[config.mk]
export PLATFORM = sky130hd
export DESIGN_NAME = lru_page_replacement
export DESIGN_NICKNAME = d
export VERILOG_FILES = /design/src/hw/rtl/lpr_pkg.sv /design/src/hw/rtl/lpr_core.sv /design/src/hw/rtl/lru_page_replacement.sv
export SDC_FILE = /design/constraint.sdc
export NUM_CORES = 1
export LEC_CHECK = 0
export BUFFER_PORTS_ARGS = -buffer_cell sky130_fd_sc_hd__clkbuf_2
export CORE_ASPECT_RATIO = 0.5
export CORE_MARGIN = 3
export CORE_UTILIZATION = 58
export CTS_CLUSTER_DIAMETER = 30
export DETAILED_ROUTE_END_ITERATION = 7
export PLACE_DENSITY = 0.88
export SYNTH_ARGS = -nofsm -noshare
export SYNTH_HDL_FRONTEND = slang
export SYNTH_SLANG_ARGS = --single-unit
[constraint.sdc]
create_clock -name clock -period 6.27 [get_ports clock]
set_clock_uncertainty 0.05 [all_clocks]
set_input_delay 1.254 -clock clock [delete_from_list [all_inputs] [get_ports clock]]
set_output_delay 1.254 -clock clock [all_outputs]
set_load 0.03 [all_outputs]
[src/hw/rtl/lpr_pkg.sv]
// shared constants, types and result codes for the lru page replacement block
package lpr_pkg;

   localparam int PAGE_TOTAL  = 64;
   localparam int FRAME_TOTAL = 16;

   localparam int PAGE_W    = $clog2(PAGE_TOTAL);
   localparam int FRAME_W   = $clog2(FRAME_TOTAL);
   localparam int COUNT_W   = $clog2(FRAME_TOTAL + 1);
   localparam int LIMIT_W   = 5;
   localparam int OUTCOME_W = 2;

   typedef logic [PAGE_W-1:0]  page_type;
   typedef logic [FRAME_W-1:0] frame_type;
   typedef logic [COUNT_W-1:0] count_type;
   typedef logic [LIMIT_W-1:0] limit_type;

   typedef enum logic [OUTCOME_W-1:0] {
      OUTCOME_HIT     = 2'd0,
      OUTCOME_FREE    = 2'd1,
      OUTCOME_REPLACE = 2'd2
   } outcome_type;

   typedef struct packed {
      outcome_type outcome;
      frame_type   frame;
      page_type    evict_page;
      logic        victim_valid;
   } result_type;

endpackage

[src/hw/rtl/lpr_core.sv]
// frame table: owner lookup, lru selection and recency rank update
module lpr_core (
   input  logic               clock,
   input  logic               reset,
   input  logic               fire,
   input  lpr_pkg::page_type  page,
   input  lpr_pkg::limit_type frame_limit,
   output lpr_pkg::result_type result
);
   import lpr_pkg::*;

   page_type  owner_ff [FRAME_TOTAL];
   page_type  owner_in [FRAME_TOTAL];
   frame_type rank_ff  [FRAME_TOTAL];
   frame_type rank_in  [FRAME_TOTAL];
   count_type used_ff;
   count_type used_in;

   logic [FRAME_TOTAL-1:0] used_mask;
   logic [FRAME_TOTAL-1:0] match_vec;
   logic [FRAME_TOTAL-1:0] lru_vec;
   logic [FRAME_TOTAL-1:0] free_vec;
   logic [FRAME_TOTAL-1:0] target_vec;
   count_type              eff_limit;
   count_type              used_m1;
   logic                   hit;
   logic                   free_miss;
   logic                   age_all;
   frame_type              hit_frame;
   frame_type              lru_frame;
   frame_type              limit_rank;
   page_type               victim;

   // clamp the limit into 1..FRAME_TOTAL
   always_comb begin
      priority if (frame_limit == '0) begin
         eff_limit = COUNT_W'(1);
      end else if (int'(frame_limit) > FRAME_TOTAL) begin
         eff_limit = COUNT_W'(FRAME_TOTAL);
      end else begin
         eff_limit = COUNT_W'(frame_limit);
      end
   end

   assign used_m1 = used_ff - COUNT_W'(1);

   // ranks of frames in use form a permutation of 0..used-1
   always_comb begin
      hit_frame  = '0;
      lru_frame  = '0;
      victim     = '0;
      for (int i = 0; i < FRAME_TOTAL; i++) begin
         used_mask[i] = (COUNT_W'(i) < used_ff);
         match_vec[i] = used_mask[i] && (owner_ff[i] == page);
         lru_vec[i]   = used_mask[i] && (rank_ff[i] == used_m1[FRAME_W-1:0]);
         free_vec[i]  = (COUNT_W'(i) == used_ff);
         if (match_vec[i]) begin
            hit_frame = hit_frame | FRAME_W'(i);
         end
         if (lru_vec[i]) begin
            lru_frame = lru_frame | FRAME_W'(i);
            victim    = victim | owner_ff[i];
         end
      end
   end

   assign hit       = |match_vec;
   assign free_miss = !hit && (used_ff < eff_limit);
   assign age_all   = free_miss;

   always_comb begin
      result = '0;
      priority if (hit) begin
         result.outcome = OUTCOME_HIT;
         result.frame   = hit_frame;
         target_vec     = match_vec;
      end else if (free_miss) begin
         result.outcome = OUTCOME_FREE;
         result.frame   = used_ff[FRAME_W-1:0];
         target_vec     = free_vec;
      end else begin
         result.outcome      = OUTCOME_REPLACE;
         result.frame        = lru_frame;
         result.evict_page   = victim;
         result.victim_valid = 1'b1;
         target_vec          = lru_vec;
      end
   end

   always_comb begin
      limit_rank = '0;
      for (int i = 0; i < FRAME_TOTAL; i++) begin
         if (target_vec[i]) begin
            limit_rank = limit_rank | rank_ff[i];
         end
      end
   end

   // promote the target frame, age the more recent ones
   always_comb begin
      for (int i = 0; i < FRAME_TOTAL; i++) begin
         rank_in[i]  = rank_ff[i];
         owner_in[i] = owner_ff[i];
         if (fire) begin
            if (target_vec[i]) begin
               rank_in[i] = '0;
               if (!hit) begin
                  owner_in[i] = page;
               end
            end else if (used_mask[i] && (age_all || (rank_ff[i] < limit_rank))) begin
               rank_in[i] = rank_ff[i] + FRAME_W'(1);
            end
         end
      end
      used_in = (fire && free_miss) ? used_ff + COUNT_W'(1) : used_ff;
   end

   always_ff @(posedge clock) begin
      if (reset) begin
         used_ff <= '0;
         for (int i = 0; i < FRAME_TOTAL; i++) begin
            rank_ff[i] <= '0;
         end
      end else begin
         used_ff <= used_in;
         for (int i = 0; i < FRAME_TOTAL; i++) begin
            rank_ff[i] <= rank_in[i];
         end
      end
   end

   always_ff @(posedge clock) begin
      for (int i = 0; i < FRAME_TOTAL; i++) begin
         owner_ff[i] <= owner_in[i];
      end
   end

   a_used_bound: assert property (@(posedge clock) disable iff (reset)
      int'(used_ff) <= FRAME_TOTAL)
      else $error("frame count above frame total");

   a_match_unique: assert property (@(posedge clock) disable iff (reset)
      $onehot0(match_vec))
      else $error("page owns more than one frame");

   a_lru_unique: assert property (@(posedge clock) disable iff (reset)
      fire && (result.outcome == OUTCOME_REPLACE) |-> $onehot(lru_vec))
      else $error("no single least recent frame on replacement");

   a_free_count: assert property (@(posedge clock) disable iff (reset)
      fire && (result.outcome == OUTCOME_FREE) |=> used_ff == $past(used_ff) + COUNT_W'(1))
      else $error("frame count did not advance on free fault");

endmodule

[src/hw/rtl/lru_page_replacement.sv]
// lru page replacement top level: handshakes, frame limit register and result register
//
// Takes one page reference per cycle while req_stall is low and returns one result
// per reference: hit, fault into a free frame, or fault with replacement of the
// least recently used frame, with the frame now holding the page and the evicted
// page. The owner lookup, the least recent frame selection and the recency rank
// update all run combinationally from the frame table flops between the request
// register and the response register, so throughput is one reference per clock
// when nothing stalls. While a response is stalled one more request can be taken,
// then req_stall rises. The user must write csr_frame_limit (0 acts as 1, values
// above 16 act as 16) only while no transaction is in flight; the block does not
// enforce this. Lowering it does not release frames already in use.
module lru_page_replacement (
   input  logic                clock,
   input  logic                reset,
   input  logic                req_valid,
   output logic                req_stall,
   input  lpr_pkg::page_type   req_page,
   output logic                rsp_valid,
   input  logic                rsp_stall,
   output logic [1:0]          rsp_outcome,
   output lpr_pkg::frame_type  rsp_frame,
   output lpr_pkg::page_type   rsp_evict_page,
   output logic                rsp_victim_valid,
   input  logic                csr_valid,
   output logic                csr_ready,
   input  lpr_pkg::limit_type  csr_frame_limit
);
   import lpr_pkg::*;

   logic       pipe_valid_ff;
   logic       pipe_valid_in;
   page_type   page_ff;
   logic       rsp_valid_ff;
   logic       rsp_valid_in;
   result_type rsp_ff;
   result_type core_result;
   limit_type  limit_ff;
   logic       accept;
   logic       advance;

   assign advance   = pipe_valid_ff && (!rsp_valid_ff || !rsp_stall);
   assign req_stall = pipe_valid_ff && !advance;
   assign accept    = req_valid && !req_stall;
   assign csr_ready = 1'b1;

   assign pipe_valid_in = accept || (pipe_valid_ff && !advance);
   assign rsp_valid_in  = advance || (rsp_valid_ff && rsp_stall);

   lpr_core u_core (
      .clock       (clock),
      .reset       (reset),
      .fire        (advance),
      .page        (page_ff),
      .frame_limit (limit_ff),
      .result      (core_result)
   );

   always_ff @(posedge clock) begin
      if (reset) begin
         pipe_valid_ff <= 1'b0;
         rsp_valid_ff  <= 1'b0;
         limit_ff      <= LIMIT_W'(FRAME_TOTAL);
      end else begin
         pipe_valid_ff <= pipe_valid_in;
         rsp_valid_ff  <= rsp_valid_in;
         if (csr_valid && csr_ready) begin
            limit_ff <= csr_frame_limit;
         end
      end
   end

   always_ff @(posedge clock) begin
      if (accept) begin
         page_ff <= req_page;
      end
      if (advance) begin
         rsp_ff <= core_result;
      end
   end

   assign rsp_valid        = rsp_valid_ff;
   assign rsp_outcome      = rsp_ff.outcome;
   assign rsp_frame        = rsp_ff.frame;
   assign rsp_evict_page   = rsp_ff.evict_page;
   assign rsp_victim_valid = rsp_ff.victim_valid;

endmodule
==> summary.txt, run 1 <==
hpwl dp - 32500 um
CP required - 6610 ps
post-DR vias/cell - 6.93
most common cell in the netlist - edfxtp_1
diode count - 0
LEAKAGE - 0.00502 uW
final setup fails - 0
IO buf count - 30
GP Congestion - 1.11
hold buffer count at CTS - 0
Yosys top cell by area - edfxtp_1
most common library cells after synthesis - edfxtp_1, xnor2_1, nand2_1, dfxtp_1, xor2_1
reg-to-reg endpoint - u_core.rank_ff[0][14]
DRT Wirelength - 43800 um
row count - 37
fmax - 167 MHz
post-cts resize count - 0
Post-synth EDFFs - 114
Pins Over Slew Limit - 0
top-area cell type share of the netlist area - 0.271
Final Hold Viols - 0
r2r worst-path depth - 17
Largest stage delay, worst path - 830 ps
Die X - 215 um
max cap viols - 0
largest cells by area after synthesis - edfxtp_1, dfxtp_1, ha_1
root buf cell - clkbuf_16
insertion delay to the later sink of the worst-skew pair - 480 ps
core footprint - 0.0209 mm^2
Setup Fix Bufs, Post-CTS - 0
Power Density - 193 mW/mm^2
power consumption - 2700 uW
Nets - 1406
Worst VDD drop - 0.241 mV
GR Overflow Total - 0
Slew Limit Headroom - 0.0668
R2R setup slack - 280 ps
syn avg cell area - 10.1 um^2
Critical Path Source - u_core.used_ff[2]
die height - 110 um
crit path cell chain - and2_1 > a31oi_4 > nor4_1 > or4_1 > and4bb_2 > a21o_1 > a222oi_1 > nand3_1 > nor3_2 > buf_4 > ha_1 > o21a_1 > o21a_1 > o21ai_0 > a211oi_1 > or3_1 > a21boi_0
number of global-route vias before repair - 10700
Slew @ Worst Pin - 1390 ps
register area share after synthesis - 0.392
CTS Sinks - 190
post-synthesis register bit count - 190
initial antenna violation count - 1
Stages on worst setup path - 17
WP data arrival - 6330 ps
first-pass GRT wire length - 65500 um
Hold Crit Class - flop to flop
drt pass-1 iters - 8
clock slew at reported path FFs - 80 ps
post-route clock period utilization - 0.955
antenna-violating nets left - 0
CP bufs+invs - 1
crit start category - flop
Most used DFF post-synth - edfxtp_1
Max Fanout on Critical Path - 15
Critical Path Slowest Stage Cell - nor4_1
H-tree lvl count - 4
Net Count, Synth - 1341
Gate Count Post-Synth - 1253
pin count of the biggest net entering global routing - 56
hold endpoint - limit_ff[0]
Initial Util - 0.603
RSZ-0062 raised after global routing - false
clock period minus worst slack - 5990 ps
status - complete, but fails checks
DR WL/cell - 27.0 um
WS Path Type - flop to flop
post-route DRC violation count - 2
vias post-DR - 11200
clk buf depth - 2
Iter 0 DRT Violations - 1893
number of buffers created by CTS - 17
asr flop ratio synth - 0
Synth Warn # - 0
Ports - 32
share of layout cells above drive strength 1 - 0.136
CTS tree - yes
HP Start - limit_ff[0]
RR Startpoint - u_core.used_ff[2]
GRT Util Overall - 0.374
CP top delay family - simple AND/OR/NAND/NOR gates
Mapped Area - 0.0126 mm^2
failing checks - design-rule violations
Setup TNS Final - 0 ps
DIE AREA - 0.0237 mm^2
Layout area overhead - 10.8%
hold depth - 2
most used cell, CP - o21a_1
Synth cell types - 83
CP Capture Type - flop
-- cell usage in the layout (no fill, tap or decap), types with 40 or more instances in the layout --
cell and instances:
xor2_1 73, edfxtp_1 114, xnor2_1 97, a22oi_1 40
dfxtp_1 76, o21a_1 42, nand2_1 82, inv_1 41
a21oi_1 50, buf_4 73, ha_1 72, nor2_1 55
-- per-layer routing --
metal | track usage | vias up | share of wire
met1 | 0.502 | 5415 | 0.41
li1 | - | 4877 | -
met2 | 0.557 | 824 | 0.41
met4 | 0.144 | 2 | 0.033
met3 | 0.134 | 125 | 0.15
met5 | 0 | - | 0.00030
-- flip-flops by register name, indices dropped and copies added, names as in the netlist, 2 cells and up --
signal	cells
u_core.used_ff	5
rsp_evict_page	6
limit_ff	5
u_core.rank_ff	64
rsp_frame	4
rsp_outcome	2
page_ff	6
u_core.owner_ff	96
-- layout make-up --
cell class              count  area [um^2]
flip-flops and latches    190         4940
fillers                  1627         6940
multi-input cells         963         7240
repair buffers            105          738
well taps                 292          365
clock inverters            12          101
clock buffers              20          437
inverters                  41          154
-- tightest hold or removal path, stage by stage, from the launching register on --
cell and delay (ps):
dfxtp_1 340, mux2i_1 70, nor2_1 70
-- power breakdown --
part / internal (uW) / total, uW / switching (uW)
combinational: 100 / 310 / 210
clock: 518 / 1040 / 522
sequential: 1340 / 1350 / 11.1
-- metrics by stage --
stage / hold slack, ps / utilization / cell area, um^2 / setup slack (ps) / std cells
2_1_floorplan: 410 / - / 12600 / 298 / 1253
3_3_place_gp: 435 / 0.642 / 13400 / 746 / 1591
3_5_place_dp: 441 / 0.642 / 13400 / 617 / 1591
4_1_cts: 459 / 0.668 / 14000 / 556 / 1623
5_1_grt: 508 / 0.668 / 14000 / 106 / 1623
6_report: 455 / 0.668 / 14000 / 281 / 1623
-- cells by family (layout without fill, tap and decap cells) --
logic type / Yosys count / count (layout) / synth area share
AO/OA/AOI/OAI: 312 / 312 / 0.187
XOR/XNOR: 172 / 172 / 0.121
adder cells (fa/ha/maj): 72 / 72 / 0.0714
buffers and inverters: 100 / 178 / 0.0360
flip-flops: 190 / 190 / 0.392
multiplexers: 27 / 27 / 0.0217
other: 1 / 1 / 0.000297
AND/OR/NAND/NOR: 379 / 379 / 0.171
-- how the worst max path moves through the flow --
stage / end / slack (ps)
3_3_place_gp: u_core.rank_ff[0][2] / 750
6_report: u_core.rank_ff[0][14] / 280
2_1_floorplan: u_core.rank_ff[0][19] / 300
4_1_cts: u_core.rank_ff[0][14] / 560
5_1_grt: u_core.rank_ff[0][14] / 110
3_5_place_dp: u_core.rank_ff[0][14] / 620
No activity file was read; power rests on OpenSTA's default activity.
==> run 2: changes to the inputs <==
Settings changed: CORE_UTILIZATION 58 to 44, PLACE_DENSITY 0.88 to 0.72.
==> run 2 against run 1 <==
Critical path type unchanged. Utilization decreased by 16 points. Critical path depth up 3. The run now ends clean. Wire length fell by 1.7%. Sequential share of layout area decreased by 0.61 points. Non-clock buffer count up 12. Critical endpoint is now u_core.rank_ff[0][15]. Highest routed layer is now met4. Sequential cell count unchanged. Fmax increased by 0.17%. Largest power group unchanged.
==> summary.txt, run 2 (synthesis gave the netlist of run 1 again) <==
LEAKAGE - 0.00510 uW
Nets - 1418
sw frac - 0.275
status - finished clean
post-route clock period utilization - 0.954
final setup fails - 0
clk buf depth - 2
fillers - 2583
WP data arrival - 6310 ps
pin count of the biggest net entering global routing - 56
Final Hold Viols - 0
minimum hold slack - 453 ps
internal power - 1950 uW
CP required - 6600 ps
power consumption - 2690 uW
Ports - 32
clock power share - 0.386
CTS tree - yes
Initial Util - 0.451
row count - 43
clock period minus worst slack - 5980 ps
GP Congestion - 1.03
core footprint - 0.0280 mm^2
clock slew at reported path FFs - 70 ps
Setup Fix Bufs, Post-CTS - 0
Reg power frac - 0.499
crit path setup slack, layout - 291 ps
Most flops, register - u_core.owner_ff
Placed Area - 0.0137 mm^2
number of buffers created by CTS - 17
hpwl dp - 32300 um
initial antenna violation count - 1
max reg flops - 96
Worst VDD drop - 0.152 mV
fmax - 167 MHz
Power Density - 189 mW/mm^2
Pins Over Slew Limit - 0
R2R setup slack - 290 ps
number of global-route vias before repair - 10700
CP Capture Type - flop
diode count - 0
max cap viols - 0
WS Path Type - flop to flop
area of the multi-input gates - 0.00727 mm^2
drt pass-1 iters - 6
DR WL/cell - 24.9 um
register area - 0.00494 mm^2
CTS Sinks - 190
Hold Crit Class - flop to flop
GRT Util Overall - 0.280
top flop regs - u_core.owner_ff x96, u_core.rank_ff x64
die height - 126 um
Iter 0 DRT Violations - 1396
Die X - 245 um
post-route DRC violation count - 0
Slew Limit Headroom - 0.289
Max Fanout on Critical Path - 17
commonest cells after routing, fill and taps aside - edfxtp_1, xnor2_1, buf_4
H-tree lvl count - 4
vias post-DR - 11100
first-pass GRT wire length - 65300 um
commonest non-fill, non-tap cell in the layout - edfxtp_1
GR Overflow Total - 0
IO buf count - 30
DIE AREA - 0.0309 mm^2
antenna-violating nets left - 0
Switching Power - 740 uW
Logic pwr share - 0.115
DRT Wirelength - 43000 um
RSZ-0062 raised after global routing - false
share of layout cells above drive strength 1 - 0.145
crit start category - flop
insertion delay to the later sink of the worst-skew pair - 470 ps
post-DR vias/cell - 6.41
Post-Place Setup Slack - -15.9 ps
Layout area overhead - 12.8%
root buf cell - clkbuf_16
Finished Cell Area - 0.0142 mm^2
Slew @ Worst Pin - 1060 ps
[run 2: cell types whose count changed in the layout (fill, tap and decap cells not counted), moves of 2 or more]
cell	previous run	this run
nor4_2	5	7
clkbuf_1	3	1
nor4_1	39	36
inv_6	5	3
clkinv_1	0	2
buf_4	73	84
clkinv_4	1	3
[run 2: cell type report]
type,count,area share
multi-input combinational,963,0.511
sequential,190,0.348
timing repair buffer,117,0.0591
tap,382,0.0336
clock buffer,18,0.0302
inverter,41,0.0108
clock inverter,13,0.00748
[run 2: final timing paths]
path,startpoint,endpoint,depth (start not counted)
min reg2reg,limit_ff[0],limit_ff[0],2
max reg2reg,u_core.used_ff[3],u_core.rank_ff[0][15],20
max,u_core.used_ff[3],u_core.rank_ff[0][15],20
min,limit_ff[0],limit_ff[0],2
[run 2: layer usage]
layer / vias to the layer above / wire (um) / share of wire / track usage
li1: 4905 / - / - / -
met1: 5399 / 18300 / 0.43 / 0.387
met2: 653 / 18300 / 0.43 / 0.412
met3: 98 / 5080 / 0.12 / 0.0915
met4: 0 / 1280 / 0.030 / 0.0984
met5: - / 0 / 0 / 0
[run 2: stage by stage]
| stage | instances | TNS [ps] | util |
|---|---|---|---|
| global placement | 1693 | 0 | 0.488 |
| finish | 1724 | 0 | 0.509 |
| floorplan | 1253 | 0 | - |
| CTS | 1724 | 0 | 0.508 |
| global route | 1724 | 0 | 0.509 |
| detailed placement | 1693 | -15.9 | 0.488 |
[run 2: what timing repair did]
action,in CTS,in global routing
pin swaps,0,0
setup endpoints to repair,3,11
hold buffers,0,0
gates resized for setup,1,3
cloned,0,0
hold endpoints to repair,0,0
[run 2: power groups by stage]
stage	Sequential [uW]	Combinational, uW	Clock, uW
final	1340	310	1040
after global routing	1350	328	1110
after CTS	1340	302	1050
after detailed placement	1370	300	0
after global placement	1370	296	0
after floorplan	1380	199	0
[run 2: worst max-delay path: stages, from the launching register on]
cell and delay, ps:
dfxtp_1 350, buf_4 290, and2_1 480, a21oi_1 340, nor4_2 570, or4_1 260
and4bb_2 280, buf_4 160, a21o_1 170, buf_4 180, a222oi_1 370, nand3_1 200
nor3_2 200, buf_4 320, ha_1 280, o21a_1 190, o21a_1 170, o21ai_0 280
a211oi_1 130, or3_1 400, a21boi_0 190
